===== config.mk =====
export PLATFORM = sky130hd
export DESIGN_NAME = nearest_point_range_bearing
export DESIGN_NICKNAME = d
export VERILOG_FILES = /design/src/rtl/npr_pkg.sv /design/src/rtl/nearest_point_range_bearing.sv /design/src/rtl/npr_front.sv /design/src/rtl/npr_queue.sv /design/src/rtl/npr_back.sv
export SDC_FILE = /design/constraint.sdc
export NUM_CORES = 2
export LEC_CHECK = 0
export ABC_AREA = 1
export BUFFER_PORTS_ARGS = -buffer_cell sky130_fd_sc_hd__buf_2
export CORE_ASPECT_RATIO = 0.7
export CORE_MARGIN = 4
export CORE_UTILIZATION = 49
export CTS_CLUSTER_DIAMETER = 200
export CTS_CLUSTER_SIZE = 10
export DETAILED_ROUTE_END_ITERATION = 7
export PLACE_DENSITY = 0.69
export SYNTH_ARGS = -nofsm -noshare
export SYNTH_HDL_FRONTEND = slang
export SYNTH_SLANG_ARGS = --single-unit

===== constraint.sdc =====
create_clock -name clk -period 13.3 [get_ports clk]
set_input_delay 0 -clock clk [delete_from_list [all_inputs] [get_ports clk]]
set_output_delay 0 -clock clk [all_outputs]
set_load 0.02 [all_outputs]

===== src/rtl/npr_pkg.sv =====
`timescale 1ns / 1ps
`default_nettype none

package npr_pkg;

  // Coordinate and angle formats.
  localparam int COORD_BITS   = 16;
  localparam int ANGLE_BITS   = 16;
  localparam int CORDIC_STEPS = 16;

  localparam int DIST_BITS    = 2 * COORD_BITS;
  localparam int ATAN_LEN     = 24;
  localparam int ATAN_IDX_W   = $clog2(ATAN_LEN);
  localparam int CORDIC_ITERS = (CORDIC_STEPS < ATAN_LEN) ? CORDIC_STEPS : ATAN_LEN;
  localparam int STEPS_TOTAL  = (COORD_BITS > CORDIC_ITERS) ? COORD_BITS : CORDIC_ITERS;
  localparam int CNT_W        = $clog2(STEPS_TOTAL);

  // The vector is scaled by 2^16 and grows by the CORDIC gain on top of that.
  localparam int CORDIC_W     = COORD_BITS + 20;
  localparam int ANGLE_SHIFT  = 32 - ANGLE_BITS;
  localparam int SQRT_REM_W   = COORD_BITS + 3;

  localparam int QDEPTH       = 2;
  localparam int QPTR_W       = $clog2(QDEPTH);

  typedef struct packed {
    logic signed [COORD_BITS-1:0] point_x;
    logic signed [COORD_BITS-1:0] point_y;
    logic                         point_valid;
    logic                         last_point;
  } point_t;

  typedef struct packed {
    logic                         found;
    logic        [COORD_BITS-1:0] range_mm;
    logic signed [ANGLE_BITS-1:0] bearing;
  } result_t;

  // One closed cloud, handed from the front end to the back end.
  typedef struct packed {
    logic                         found;
    logic        [DIST_BITS-1:0]  dist_sq;
    logic signed [COORD_BITS-1:0] x;
    logic signed [COORD_BITS-1:0] y;
  } job_t;

  // atan(2^-i) in units of pi / 2^31, rounded to nearest.
  function automatic logic [31:0] atan_entry(input logic [ATAN_IDX_W-1:0] idx);
    logic [31:0] v;
    v = '0;
    case (idx)
      ATAN_IDX_W'(0):  v = 32'h20000000;
      ATAN_IDX_W'(1):  v = 32'h12E4051E;
      ATAN_IDX_W'(2):  v = 32'h09FB385B;
      ATAN_IDX_W'(3):  v = 32'h051111D4;
      ATAN_IDX_W'(4):  v = 32'h028B0D43;
      ATAN_IDX_W'(5):  v = 32'h0145D7E1;
      ATAN_IDX_W'(6):  v = 32'h00A2F61E;
      ATAN_IDX_W'(7):  v = 32'h00517C55;
      ATAN_IDX_W'(8):  v = 32'h0028BE53;
      ATAN_IDX_W'(9):  v = 32'h00145F2F;
      ATAN_IDX_W'(10): v = 32'h000A2F98;
      ATAN_IDX_W'(11): v = 32'h000517CC;
      ATAN_IDX_W'(12): v = 32'h00028BE6;
      ATAN_IDX_W'(13): v = 32'h000145F3;
      ATAN_IDX_W'(14): v = 32'h0000A2FA;
      ATAN_IDX_W'(15): v = 32'h0000517D;
      ATAN_IDX_W'(16): v = 32'h000028BE;
      ATAN_IDX_W'(17): v = 32'h0000145F;
      ATAN_IDX_W'(18): v = 32'h00000A30;
      ATAN_IDX_W'(19): v = 32'h00000518;
      ATAN_IDX_W'(20): v = 32'h0000028C;
      ATAN_IDX_W'(21): v = 32'h00000146;
      ATAN_IDX_W'(22): v = 32'h000000A3;
      ATAN_IDX_W'(23): v = 32'h00000051;
      default:         v = '0;
    endcase
    return v;
  endfunction

endpackage

`default_nettype wire


===== src/rtl/nearest_point_range_bearing.sv =====
`timescale 1ns / 1ps
`default_nettype none

// Nearest point, range and bearing. Points of a cloud are pushed in one per transfer, in robot
// frame millimetres; points whose point_valid bit is low are skipped, and the point with
// last_point set closes the cloud. Each cloud yields exactly one result, popped from the result
// side: found, the floor square root of the smallest squared distance in millimetres, and the
// atan2 bearing of that point in units of pi/32768 radians, with a bearing of pi reading as
// -32768. On a tie in distance the earliest point is kept. A cloud with no valid point gives
// found low and zeros elsewhere. The front end takes one point every clock cycle while full is
// low: it squares the coordinates in one registered stage and compares against the running
// minimum in the next. A closed cloud goes into a two-entry queue, and the back end works it
// off with the bit-serial square root and the CORDIC unit, which step together once per cycle.
// The front end only holds off new points when a cloud end finds that queue full, so clouds of
// a few dozen points or more stream through without a stall while results are popped in time.
// A finished result sits in an output register, so the back end may start on the next cloud
// while it waits to be popped.
module nearest_point_range_bearing import npr_pkg::*; (
  input  wire logic   clk,
  input  wire logic   rst,
  input  wire logic   push,
  output logic        full,
  input  wire point_t point,
  output logic        empty,
  input  wire logic   pop,
  output result_t     result
);

  job_t f_job, q_job;
  logic f_push, q_full, q_empty, q_pop;

  // Front end: running minimum over the points of the current cloud.
  npr_front u_front (
    .clk      (clk),
    .rst      (rst),
    .push     (push),
    .full     (full),
    .point    (point),
    .job_push (f_push),
    .job      (f_job),
    .job_full (q_full)
  );

  // Queue of closed clouds between the two halves.
  npr_queue u_queue (
    .clk     (clk),
    .rst     (rst),
    .wr      (f_push),
    .wr_data (f_job),
    .full    (q_full),
    .rd      (q_pop),
    .rd_data (q_job),
    .empty   (q_empty)
  );

  // Back end: square root and CORDIC bearing, then the output register.
  npr_back u_back (
    .clk       (clk),
    .rst       (rst),
    .job       (q_job),
    .job_empty (q_empty),
    .job_pop   (q_pop),
    .result    (result),
    .empty     (empty),
    .pop       (pop)
  );

endmodule

`default_nettype wire


===== src/rtl/npr_front.sv =====
`timescale 1ns / 1ps
`default_nettype none

module npr_front import npr_pkg::*; (
  input  wire logic   clk,
  input  wire logic   rst,
  input  wire logic   push,
  output logic        full,
  input  wire point_t point,
  output logic        job_push,
  output job_t        job,
  input  wire logic   job_full
);

  logic        [COORD_BITS-1:0] ux, uy, ax, ay;
  logic        [DIST_BITS-1:0]  sqx, sqy;

  logic                         a_valid;
  logic signed [COORD_BITS-1:0] a_x, a_y;
  logic                         a_pv, a_last;
  logic        [DIST_BITS-1:0]  a_sqx, a_sqy;
  logic                         a_go, accept;

  logic        [DIST_BITS-1:0]  dist_now;
  logic                         take;

  logic                         have_point;
  logic        [DIST_BITS-1:0]  best_dist_sq;
  logic signed [COORD_BITS-1:0] best_x, best_y;

  assign ux = point.point_x;
  assign uy = point.point_y;
  assign ax = point.point_x[COORD_BITS-1] ? (~ux + 1'b1) : ux;
  assign ay = point.point_y[COORD_BITS-1] ? (~uy + 1'b1) : uy;
  assign sqx = ax * ax;
  assign sqy = ay * ay;

  // The squared stage only stalls when it holds a cloud end and the queue is full.
  assign a_go   = a_valid && !(a_last && job_full);
  assign full   = a_valid && !a_go;
  assign accept = push && !full;

  assign dist_now = a_sqx + a_sqy;
  assign take     = a_pv && (!have_point || (dist_now < best_dist_sq));

  assign job_push    = a_go && a_last;
  assign job.found   = have_point || take;
  assign job.dist_sq = take ? dist_now : best_dist_sq;
  assign job.x       = take ? a_x  : best_x;
  assign job.y       = take ? a_y  : best_y;

  always_ff @(posedge clk) begin
    if (rst) begin
      a_valid <= 1'b0;
    end else begin
      a_valid <= accept || (a_valid && !a_go);
    end
    if (accept) begin
      a_x    <= point.point_x;
      a_y    <= point.point_y;
      a_pv   <= point.point_valid;
      a_last <= point.last_point;
      a_sqx  <= sqx;
      a_sqy  <= sqy;
    end
  end

  always_ff @(posedge clk) begin
    if (rst || job_push) begin
      have_point   <= 1'b0;
      best_dist_sq <= '1;
      best_x       <= '0;
      best_y       <= '0;
    end else if (a_go && take) begin
      have_point   <= 1'b1;
      best_dist_sq <= dist_now;
      best_x       <= a_x;
      best_y       <= a_y;
    end
  end

endmodule

`default_nettype wire


===== src/rtl/npr_queue.sv =====
`timescale 1ns / 1ps
`default_nettype none

module npr_queue import npr_pkg::*; (
  input  wire logic clk,
  input  wire logic rst,
  input  wire logic wr,
  input  wire job_t wr_data,
  output logic      full,
  input  wire logic rd,
  output job_t      rd_data,
  output logic      empty
);

  job_t              slots [QDEPTH];
  logic [QPTR_W-1:0] wr_ptr, rd_ptr;
  logic [QPTR_W:0]   count;
  logic              do_wr, do_rd;

  assign full    = (count == (QPTR_W + 1)'(QDEPTH));
  assign empty   = (count == '0);
  assign do_wr   = wr && !full;
  assign do_rd   = rd && !empty;
  assign rd_data = slots[rd_ptr];

  always_ff @(posedge clk) begin
    if (rst) begin
      wr_ptr <= '0;
      rd_ptr <= '0;
      count  <= '0;
    end else begin
      if (do_wr) begin
        wr_ptr <= (wr_ptr == QPTR_W'(QDEPTH - 1)) ? '0 : wr_ptr + 1'b1;
      end
      if (do_rd) begin
        rd_ptr <= (rd_ptr == QPTR_W'(QDEPTH - 1)) ? '0 : rd_ptr + 1'b1;
      end
      if (do_wr && !do_rd) begin
        count <= count + 1'b1;
      end else if (do_rd && !do_wr) begin
        count <= count - 1'b1;
      end
    end
    if (do_wr) begin
      slots[wr_ptr] <= wr_data;
    end
  end

endmodule

`default_nettype wire


===== src/rtl/npr_back.sv =====
`timescale 1ns / 1ps
`default_nettype none

module npr_back import npr_pkg::*; (
  input  wire logic clk,
  input  wire logic rst,
  input  wire job_t job,
  input  wire logic job_empty,
  output logic      job_pop,
  output result_t   result,
  output logic      empty,
  input  wire logic pop
);

  typedef enum logic [1:0] {
    ST_IDLE,
    ST_RUN,
    ST_DONE
  } state_t;

  state_t                       state;
  logic        [CNT_W-1:0]      cnt;
  logic                         found;

  logic        [DIST_BITS-1:0]  rad;
  logic        [SQRT_REM_W-1:0] rem;
  logic        [COORD_BITS-1:0] root;

  logic                         skip;
  logic signed [CORDIC_W-1:0]   cx, cy;
  logic        [31:0]           z;

  logic                         res_valid;
  result_t                      res;

  // Square root step: one result bit per cycle.
  logic                         sq_on;
  logic        [SQRT_REM_W-1:0] rem_sh, trial;
  logic                         sq_ge;

  // CORDIC vectoring step.
  logic                         co_on;
  logic signed [CORDIC_W-1:0]   dx, dy;
  logic        [31:0]           atan_i;

  // Job set-up.
  logic signed [CORDIC_W-1:0]   jx, jy;
  logic                         j_yzero, j_xneg;

  logic        [31:0]           z_rnd;
  logic                         last_step, res_free;

  assign sq_on  = {1'b0, cnt} < (CNT_W + 1)'(COORD_BITS);
  assign rem_sh = {rem[SQRT_REM_W-3:0], rad[DIST_BITS-1 -: 2]};
  assign trial  = SQRT_REM_W'({root, 2'b01});
  assign sq_ge  = rem_sh >= trial;

  assign co_on  = !skip && ({1'b0, cnt} < (CNT_W + 1)'(CORDIC_ITERS));
  assign dx     = cy >>> cnt;
  assign dy     = cx >>> cnt;
  assign atan_i = atan_entry(ATAN_IDX_W'(cnt));

  assign jx      = {{4{job.x[COORD_BITS-1]}}, job.x, 16'b0};
  assign jy      = {{4{job.y[COORD_BITS-1]}}, job.y, 16'b0};
  assign j_yzero = (job.y == '0);
  assign j_xneg  = job.x[COORD_BITS-1];

  assign z_rnd     = z + (32'd1 << (ANGLE_SHIFT - 1));
  assign last_step = (cnt == CNT_W'(STEPS_TOTAL - 1));
  assign res_free  = !res_valid || pop;

  assign job_pop = (state == ST_IDLE) && !job_empty;
  assign result  = res;
  assign empty   = !res_valid;

  always_ff @(posedge clk) begin
    if (rst) begin
      state     <= ST_IDLE;
      res_valid <= 1'b0;
      cnt       <= '0;
    end else begin
      if ((state == ST_DONE) && res_free) begin
        res_valid <= 1'b1;
      end else if (pop && res_valid) begin
        res_valid <= 1'b0;
      end
      unique case (state)
        ST_IDLE: begin
          if (!job_empty) begin
            cnt   <= '0;
            state <= ST_RUN;
          end
        end
        ST_RUN: begin
          if (last_step) begin
            state <= ST_DONE;
          end else begin
            cnt <= cnt + 1'b1;
          end
        end
        ST_DONE: begin
          if (res_free) begin
            state <= ST_IDLE;
          end
        end
        default: state <= ST_IDLE;
      endcase
    end

    // Datapath registers carry no reset.
    unique case (state)
      ST_IDLE: begin
        if (!job_empty) begin
          found <= job.found;
          rad   <= job.dist_sq;
          rem   <= '0;
          root  <= '0;
          skip  <= j_yzero;
          if (j_yzero) begin
            z  <= j_xneg ? 32'h80000000 : 32'h0;
            cx <= jx;
            cy <= jy;
          end else if (j_xneg) begin
            // Either half-turn, +pi or -pi, is the same word modulo 2^32.
            z  <= 32'h80000000;
            cx <= -jx;
            cy <= -jy;
          end else begin
            z  <= 32'h0;
            cx <= jx;
            cy <= jy;
          end
        end
      end
      ST_RUN: begin
        if (sq_on) begin
          rad  <= rad << 2;
          rem  <= sq_ge ? (rem_sh - trial) : rem_sh;
          root <= {root[COORD_BITS-2:0], sq_ge};
        end
        if (co_on) begin
          if (!cy[CORDIC_W-1]) begin
            cx <= cx + dx;
            cy <= cy - dy;
            z  <= z + atan_i;
          end else begin
            cx <= cx - dx;
            cy <= cy + dy;
            z  <= z - atan_i;
          end
        end
      end
      ST_DONE: begin
        if (res_free) begin
          res.found    <= found;
          res.range_mm <= found ? root : '0;
          res.bearing  <= found ? z_rnd[31 -: ANGLE_BITS] : '0;
        end
      end
      default: begin
      end
    endcase
  end

endmodule

`default_nettype wire

==> impl_results.md <==
* R2r setup slk at 6.55 ns
* Post-CTS Setup Bufs at 0
* Yosys top cell by area: edfxtp_1
* Die area at between 100000 and 150000 um^2
* Rows at 98
* Layout area overhead at 7.21%
* RSZ-0062 raised after global routing: false
* EDFF count, synth at ~430
* Critical Path AT at 8.59 ns
* Seq cells post-synth at 536
* Share of layout cells above drive strength 1 at around 4.2%
* Top Usage Layer GRT: met1
* CP max stage cell: xnor2_1
* Top FF cell, synth: edfxtp_1
* Max-Cap Viols at 0
* Per-cell routed wire length at 17.4 um
* Syn_area_per_cell at 7.77 um^2
* Gate Count Post-Synth at 6545
* Ports at 73
* First-pass GRT wire length at ~220000 um
* Global-route track usage on met3 at 3.96%
* Post-route DRC at 0
* HPWL after DPL at 108000 um
* Post-Syn Area at between 50000 and 60000 um^2
* Die Width at 393 um
* Vias in the first global route at between 40000 and 50000
* Critical Setup Path Class: in -> reg
* Top cells by area, synth: edfxtp_1 (25%), fa_1 (13%), nand2_1 (10%)
* Via density at about 5.5
* H-Tree Depth at 2
* Pin count of the biggest net entering global routing at 97
* Grt met1 use at 39.3%
* GR Util All Layers at 25.2%
* ANT nets after route at 0
* GRT met2 Usage at 36.5%
* Clock sinks at 536
* Most common cell after layout, fill and taps aside: nand2_1
* Drt pass-1 iters at 6
* Hold Fails Final Rpt at 0
* Nets at about 7300
* DR iter-0 viols at 4267
* Hold Path Class: in -> reg
* Worst-Skew Late Latency at 0.67 ns
* IO Port Bufs at 72
* Overall via count from detail_route at 43900
* GRT Residual Overflow at 0
* Final Cycle Share at 61.8%
* CP peak stage delay at 0.64 ns
* Root Buffer: clkbuf_16
* Synth top area share at 25.3%
* Critical Path RT at roughly 14 ns
* Reg clk slew, reported paths at ~0.06 ns
* Least-Margin Pin Slew at ~1.3 ns
* Setup violations, final at 0
* Final min period at 8.22 ns
* Worst hold slack at about 0.087 ns
* FFs w/ async S/R, synth at 0%
* Max_slew headroom at 15.0%
* Fmax at 122 MHz
* Critical path startpoint category: primary input
* Status: finished clean
* Core Region at 103000 um^2
* Setup TNS at 0 ns
* Post-Route WL at 138000 um
* Initial cell density of the core at between 40% and 50%
* Final Max Tran Viols at 0
* Most frequent cells in the layout: nand2_1 (1379), inv_1 (1033), nor2_1 (609), nand3_1 (562), a21oi_1 (432)
* CTS buffer count at 59
* CTS tree: yes
* Seq/Total Area, Yosys at 29.5%
* Post-cts sizing count at 0
* CP max FO at 18
* GP Congestion at 0.951
* Initial antenna violation count at 6
* Clk_skew at 0.0576 ns
* Max Root-Sink Buffers at 3
* Crit. End Element: register
* Die height at 277 um
* Cell variety after synth at 65
* Yosys warns at 0
## synthesized netlist by cell type (all sizes together) (11+ instances only)
cell type and instances:
o221ai 11, o211ai 14, xnor2 80, nor3 62, or2 41, nand2 1384, clkinv 11, a31oi 37
nand3 567, clkbuf 96, a21o 34, ha 389, buf 99, o21bai 17, nor2 627, nor4 18
fa 331, edfxtp 428, o21a 32, dfxtp 108, a21oi 433, nand4 68, o21ai 399, xor2 143
inv 1047
## layer usage
metal / up-vias / share of wire [%]
met3: 158 / 8.6
met5: - / 0.0087
met1: 20700 / 48
met2: 1622 / 41
met4: 2 / 2.0
li1: 21400 / -
## cells by family (layout without fill, tap and decap cells)
logic type | Yosys count | after routing | synth area share, %
multiplexers | 8 | 8 | 0.165
adder cells (fa/ha/maj) | 720 | 720 | 22.6
flip-flops | 536 | 536 | 29.5
XOR/XNOR | 223 | 223 | 3.84
other | 2 | 27 | 0.0148
AO/OA/AOI/OAI | 1019 | 1019 | 11.0
AND/OR/NAND/NOR | 2784 | 2784 | 23.1
buffers and inverters | 1253 | 1313 | 9.66
## critical path, delay by kind of cell
family	cells	cell delay, ns
adder cells (fa/ha/maj)	8	3.55
AND/OR/NAND/NOR	9	1.68
AO/OA/AOI/OAI	4	0.67
buffers and inverters	9	1.93
XOR/XNOR	2	0.76
## through the flow
step	util, %	setup slack (ns)	instance area, um^2	std cells
after floorplan	-	4.10	50900	6565
after detailed placement	51.1	5.31	52300	7826
final	53.2	5.08	54500	7980
after global routing	53.2	4.76	54500	7977
after CTS	53.1	5.32	54500	7975
after global placement	51.1	5.46	52300	7826
## state kept, by name, indices dropped and copies added, names as in the netlist, 32 cells and up, named ones only
name,flops
u_back.z,32
u_back.cx,36
u_queue.slots,130
u_back.rad,32
u_back.cy,36
u_back.result,33
u_front.best_dist_sq,32
## repair_timing
action / 4_1_cts / 5_1_grt
hold buffers: 38 / 0
endpoints found under the hold margin: 61 / 0
endpoints found under the setup margin: 0 / 0
## layout make-up
class / count / area [um^2]
Sequential cell: 536 / 15000
Inverter: 1058 / 3980
Fill cell: 9764 / 48000
Timing Repair Buffer: 144 / 996
Multi-Input combinational cell: 4776 / 31000
Clock buffer: 108 / 1680
Clock inverter: 3 / 76.3
Antenna cell: 5 / 12.5
Tap cell: 1350 / 1690
## path summary, 6_finish.rpt
kind	from	endpoint	cells past startpoint
setup / recovery	point[18]	u_front.a_sqx[28]	32
hold reg to reg	u_queue.rd_ptr	register	1
setup reg to reg	u_front.a_sqy[22]	u_queue.slots[0][1]	18
hold / removal	point[0]	u_front.a_last	2
Power is not shown: default switching activity piles up to over one toggle a cycle in this logic, so the estimate is an artifact.
